**src/rtl/core/cje_pkg.sv**
```systemverilog
// Shared types, constants and helper functions for the cubic Julia escape-time block.
package cje_pkg;

   // Field widths fixed by the interface.
   localparam int VALUE_W  = 32;
   localparam int COUNT_W  = 10;
   localparam int CSR_IDX_W = 2;

   // Default fixed-point fraction width and register reset values.
   localparam int DEFAULT_FRAC_BITS = 28;
   localparam logic [COUNT_W-1:0] MAX_ITER_RESET = 10'd100;

   // Width of the signed intermediates used for shifts, sums and clamps.
   localparam int WIDE_W = 68;

   // Configuration register indexes.
   typedef enum logic [CSR_IDX_W-1:0] {
      CSR_C_REAL   = 2'd0,
      CSR_C_IMAG   = 2'd1,
      CSR_MAX_ITER = 2'd2
   } csr_index_type;

   // Controller states.
   typedef enum logic [2:0] {
      ST_IDLE,
      ST_SQUARE,
      ST_TEST,
      ST_CUBE,
      ST_UPDATE,
      ST_FINISH
   } state_type;

   // Commands from the controller to the datapath.
   typedef struct packed {
      logic load_start;
      logic square;
      logic load_ab;
      logic cube;
      logic update;
      logic load_rsp;
   } cmd_type;

   // Status from the datapath to the controller.
   typedef struct packed {
      logic done;
   } status_type;

   // Clamp a wide signed value to the signed 32-bit range.
   function automatic logic signed [VALUE_W-1:0] sat32(input logic signed [WIDE_W-1:0] v);
      logic signed [WIDE_W-1:0] hi;
      logic signed [WIDE_W-1:0] lo;
      hi = WIDE_W'(64'sh0000_0000_7FFF_FFFF);
      lo = -WIDE_W'(64'sh0000_0000_8000_0000);
      if (v > hi) begin
         sat32 = {1'b0, {(VALUE_W-1){1'b1}}};
      end else if (v < lo) begin
         sat32 = {1'b1, {(VALUE_W-1){1'b0}}};
      end else begin
         sat32 = v[VALUE_W-1:0];
      end
   endfunction

   // Clamp a wide signed value to the signed 33-bit range.
   function automatic logic signed [VALUE_W:0] sat33(input logic signed [WIDE_W-1:0] v);
      logic signed [WIDE_W-1:0] hi;
      logic signed [WIDE_W-1:0] lo;
      hi = WIDE_W'(64'sh0000_0000_FFFF_FFFF);
      lo = -WIDE_W'(64'sh0000_0001_0000_0000);
      if (v > hi) begin
         sat33 = {1'b0, {VALUE_W{1'b1}}};
      end else if (v < lo) begin
         sat33 = {1'b1, {VALUE_W{1'b0}}};
      end else begin
         sat33 = v[VALUE_W:0];
      end
   endfunction

endpackage

```
**src/rtl/core/cje_controller.sv**
```systemverilog
// Controller: sequences the iteration steps and owns both channel handshakes.
module cje_controller (
   input  logic                clock,
   input  logic                reset,
   input  logic                req_valid,
   output logic                req_ready,
   output logic                rsp_valid,
   input  logic                rsp_ready,
   input  cje_pkg::status_type status,
   output cje_pkg::cmd_type    cmd
);

   cje_pkg::state_type state_ff, state_in;
   logic rsp_valid_ff, rsp_valid_in;
   logic rsp_free;

   // The result register can take a new beat when empty or when being drained.
   assign rsp_free = !rsp_valid_ff || rsp_ready;

   // Next state.
   always_comb begin
      state_in = state_ff;
      case (state_ff)
         cje_pkg::ST_IDLE: begin
            if (req_valid) begin
               state_in = cje_pkg::ST_SQUARE;
            end
         end
         cje_pkg::ST_SQUARE: begin
            state_in = cje_pkg::ST_TEST;
         end
         cje_pkg::ST_TEST: begin
            state_in = status.done ? cje_pkg::ST_FINISH : cje_pkg::ST_CUBE;
         end
         cje_pkg::ST_CUBE: begin
            state_in = cje_pkg::ST_UPDATE;
         end
         cje_pkg::ST_UPDATE: begin
            state_in = cje_pkg::ST_SQUARE;
         end
         cje_pkg::ST_FINISH: begin
            if (rsp_free) begin
               state_in = cje_pkg::ST_IDLE;
            end
         end
         default: begin
            state_in = cje_pkg::ST_IDLE;
         end
      endcase
   end

   // Outputs and datapath commands.
   always_comb begin
      cmd       = '0;
      req_ready = 1'b0;
      case (state_ff)
         cje_pkg::ST_IDLE: begin
            req_ready      = 1'b1;
            cmd.load_start = req_valid;
         end
         cje_pkg::ST_SQUARE: begin
            cmd.square = 1'b1;
         end
         cje_pkg::ST_TEST: begin
            cmd.load_ab = !status.done;
         end
         cje_pkg::ST_CUBE: begin
            cmd.cube = 1'b1;
         end
         cje_pkg::ST_UPDATE: begin
            cmd.update = 1'b1;
         end
         cje_pkg::ST_FINISH: begin
            cmd.load_rsp = rsp_free;
         end
         default: begin
            cmd = '0;
         end
      endcase
   end

   // Result beat valid flag.
   always_comb begin
      if (cmd.load_rsp) begin
         rsp_valid_in = 1'b1;
      end else if (rsp_ready) begin
         rsp_valid_in = 1'b0;
      end else begin
         rsp_valid_in = rsp_valid_ff;
      end
   end

   assign rsp_valid = rsp_valid_ff;

   always_ff @(posedge clock) begin
      if (reset) begin
         state_ff     <= cje_pkg::ST_IDLE;
         rsp_valid_ff <= 1'b0;
      end else begin
         state_ff     <= state_in;
         rsp_valid_ff <= rsp_valid_in;
      end
   end

endmodule

```
**config.mk**
```make
export PLATFORM = sky130hd
export DESIGN_NAME = cje_controller
export DESIGN_NICKNAME = d
export VERILOG_FILES = /design/src/rtl/core/cje_pkg.sv /design/src/rtl/core/cje_controller.sv
export SDC_FILE = /design/constraint.sdc
export NUM_CORES = 1
export LEC_CHECK = 0
export ABC_AREA = 1
export BUFFER_PORTS_ARGS = -buffer_cell sky130_fd_sc_hd__buf_2
export CAP_MARGIN = 20
export CELL_PAD_IN_SITES_DETAIL_PLACEMENT = 0
export CELL_PAD_IN_SITES_GLOBAL_PLACEMENT = 2
export CORE_AREA = 8 8 45 47
export DETAILED_ROUTE_END_ITERATION = 8
export DIE_AREA = 0 0 53 55
export HOLD_SLACK_MARGIN = 0.06
export PLACE_DENSITY = 0.63
export SLEW_MARGIN = 0
export SYNTH_ARGS = -nofsm -noshare
export SYNTH_HDL_FRONTEND = slang
export SYNTH_SLANG_ARGS = --single-unit
export TNS_END_PERCENT = 20
```
**constraint.sdc**
```tcl
create_clock -name clock -period 2.34 [get_ports clock]
set_clock_uncertainty 0.1 [all_clocks]
set_input_delay 0.468 -clock clock [delete_from_list [all_inputs] [get_ports clock]]
set_output_delay 0.468 -clock clock [all_outputs]
set_load 0.005 [all_outputs]
```
# After elaboration in Yosys (flattened, before gate mapping)
# Cells that the tools add are included.
[word_totals] ff_bits=4 in_bits=5
[op_classes] eq_ne=7 muxes=13 reduce_logical=6
[ops] op="one-hot mux 3 bit (6 select lines)" n=1
[ops] op="2-to-1 mux 1 bit" n=9
[ops] op="2-to-1 mux 3 bit" n=3
[ops] op="== test 3 x 2 -> 1 bit, second input constant" n=2
[ops] op="== test 3 bit, second input constant" n=2
[ops] op="!= test 2 bit, second input constant" n=2
[ops] op="== test 3 x 1 -> 1 bit, second input constant" n=1
[ops] op="logical NOT 3 bit" n=1
[ops] op="logical NOT 1 bit" n=2
[ops] op="AND reduction 2 bit" n=1
[ops] op="nonzero test 2 bit" n=1
[ops] op="logical OR 1 bit" n=1

# Depth between registers and ports, before layout
[logic_depth] ltp_word=4 depth_mapped=5 depth_no_buf=5

# Worst setup path before layout
# No wires, ideal clock.
[synth_path] path_type="flip-flop to output port" startpoint="register state_ff[0]" endpoint="output cmd[0] (netlist name)" t_arrival_ns=0.743 required_ns=1.772 setup_slack_ns=1.029 path_stages_with_launch=4 n_path_buf=1 cell_sequence="dfxtp_1 nand3_2 a21oi_1 buf_4"
[synth_lines] item="start: declaration" line="cje_controller.sv:13" text="cje_pkg::state_type state_ff, state_in;"
[synth_lines] item="start signal: assignment" line="cje_controller.sv:97" text="state_ff <= cje_pkg::ST_IDLE;"
[synth_lines] item="start signal: assignment" line="cje_controller.sv:100" text="state_ff <= state_in;"
[synth_lines] item="end: declaration" line="cje_controller.sv:10" text="output cje_pkg::cmd_type cmd"

==> results_dict.tcl <==
set metrics [dict create \
    cp-start-kind "register" \
    fmax_ghz 0.615 \
    worst_slew_pin_slew_ns 0.243 \
    syn_nets 41 \
    grt_pass1_vias 251 \
    cp_slowest_stage_delay_ns 0.44 \
    gp_congestion 0.653 \
    setup_tns_ns 0 \
    hold_viol 0 \
    dp_hpwl_um 486 \
    power_density_nw_per_um2 628 \
    grt_usage_pct 4.64 \
    critPathBufInv 1 \
    maxCapViolCount 0 \
    cts_buffers 3 \
    r2r_start "state_ff[0]" \
    synthTopCellsByArea "dfxtp_1 (36%), a21oi_1 (13%), inv_1 (13%)" \
    drtPass1Iterations 2 \
    htree_levels 1 \
    final_core_utilization_pct 23.1 \
    cts_num_sinks 4 \
    cts-resized-gates 0 \
    synth_top_area_share_pct 35.8 \
    drc 0 \
    clock_path_buffers 2 \
    grt_max_degree 8 \
    tritoncts "yes" \
    min_from "reset" \
    avgSynthCellArea_um2 6.22 \
    fillerInstances 170 \
    fin_area_um2 319 \
    critical_path.top_delay_family "flip-flops" \
    layout_min_cycle_time_ns 1.63 \
    status "finished, final reports clean" \
    root_buffer "clkbuf_4" \
    grt_pass1_wl_um 972 \
    ys_types 11 \
    crit_start "state_ff[0]" \
    fp.coreArea_um2 1380 \
    seq_area_frac_synth_pct 35.8 \
    slew_headroom_pct 83.8 \
    die_h_um 55 \
    areaGrowthSynthToFinish_pct 42.5 \
    placedInstanceArea_um2 297 \
    nets 57 \
    die_area_um2 2920 \
    antennaDiodeCount 0 \
    io_pins 13 \
    clkTransAtPathRegs_ns 0.03 \
    hold_path.class "in2reg" \
    yosysTopAreaCell "dfxtp_1" \
    antenna_found_initial 0 \
    yosysWarnings 0 \
    rsz0062_at_grt "no" \
    dr_total_vias 246 \
    worst_path_max_delay_cell "dfxtp_1" \
    synthCells 36 \
    synth-seq-cells 4 \
    synth_area_um2 224 \
    p_leak_nw 0.183 \
    worstPathCellList "nand3_2 > a21oi_1 > buf_2" \
    path_max_fanout 7 \
    initial_core_util_pct 16.2 \
    overflow 0 \
    cp.arrival_ns 1.06 \
    crit_required_ns 1.77 \
    via_per_inst 3.73 \
    max-vdd-ir-drop_v 0.000185 \
    insertion_delay_ns 0.23 \
    setup_viol 0 \
    holdBufCountCts 0 \
    crit_type "reg2out" \
    post-cts-setup-buffers 0 \
    post_drt_wl_per_cell_um 8.64 \
    row_count 14 \
    die_w_um 53 \
    ant_nets 0 \
    finalPower_mw 0.200 \
    maxSlewViolCount 0 \
    wl_um 570 \
    cp-end-kind "output port" \
    portBuffers 12 \
    drive_gt1_share_pct 36.0 \
    period_share_pct 69.5 \
    dr.first_iter.drc_count 1 \
]
## synthesized netlist by cell type, drive strengths merged
master and instances:
nand2 4, dfxtp 4, nand3 3, nor2 8
a21oi 6, buf 1, nor3 1, inv 9
## per-layer routing
layer  wire, um  part of all wire [%]  vias to the layer above  global-route usage, %
li1           -                     -                      137                      -
met1        239                    42                       99                   4.70
met2        267                    47                        8                   7.03
met3         48                   8.4                        2                   1.60
met4         14                   2.5                        0                   5.17
met5          0                     0                        -                      0
## stage by stage
step / hold slack [ns] / std cells / setup WS (ns)
floorplan: 0.407 / 36 / 1.03
global placement: 0.414 / 63 / 0.932
detailed placement: 0.417 / 63 / 0.926
CTS: 0.342 / 66 / 0.688
global route: 0.347 / 66 / 0.617
finish: 0.357 / 66 / 0.713
## logic make-up after synthesis
| kind of cell | share of synthesized area (%) |
|---|---|
| AOI/OAI and AO/OA | 13.4 |
| buffers and inverters | 18.4 |
| and+or+nand+nor | 32.4 |
| DFF | 35.8 |
## final timing paths
check	depth (start not counted)	slack, ns	endpoint
setup / recovery	3	0.71	cmd[0]
hold reg to reg	2	0.42	rsp_valid
hold / removal	2	0.36	state_ff[1]
setup reg to reg	4	1.34	state_ff[0]
## placed cells by master, fill, tap and decap left out, drive strengths merged
cell	count
clkbuf	3
nor3	1
nor2	8
nand2	4
buf	12
nand3	3
a21oi	6
dfxtp	4
inv	9
## flip-flops by register name (all words and copies together), names as in the netlist
| name | flops |
|---|---|
| rsp_valid | 1 |
| state_ff | 3 |
## layout make-up
type | instances | area, um2 | area share (%)
Multi-Input combinational cell | 22 | 103 | 32.2
Sequential cell | 4 | 80.1 | 25.1
Timing Repair Buffer | 12 | 60.1 | 18.8
Inverter | 9 | 33.8 | 10.6
Clock buffer | 3 | 22.5 | 7.06
Tap cell | 16 | 20.0 | 6.27
## worst register-to-register path, cell delays in order (launching register included)
cell     delay, ns
dfxtp_1       0.36
nor2_1        0.15
nand3_1       0.10
a21oi_1       0.14
nor2_1        0.05
## report_power, final
part | internal [mW] | switching [mW]
sequential | 0.0731 | 0.00650
combinational | 0.0174 | 0.0215
clock | 0.0571 | 0.0247
total | 0.148 | 0.0527
No activity file was read; power rests on OpenSTA's default activity.
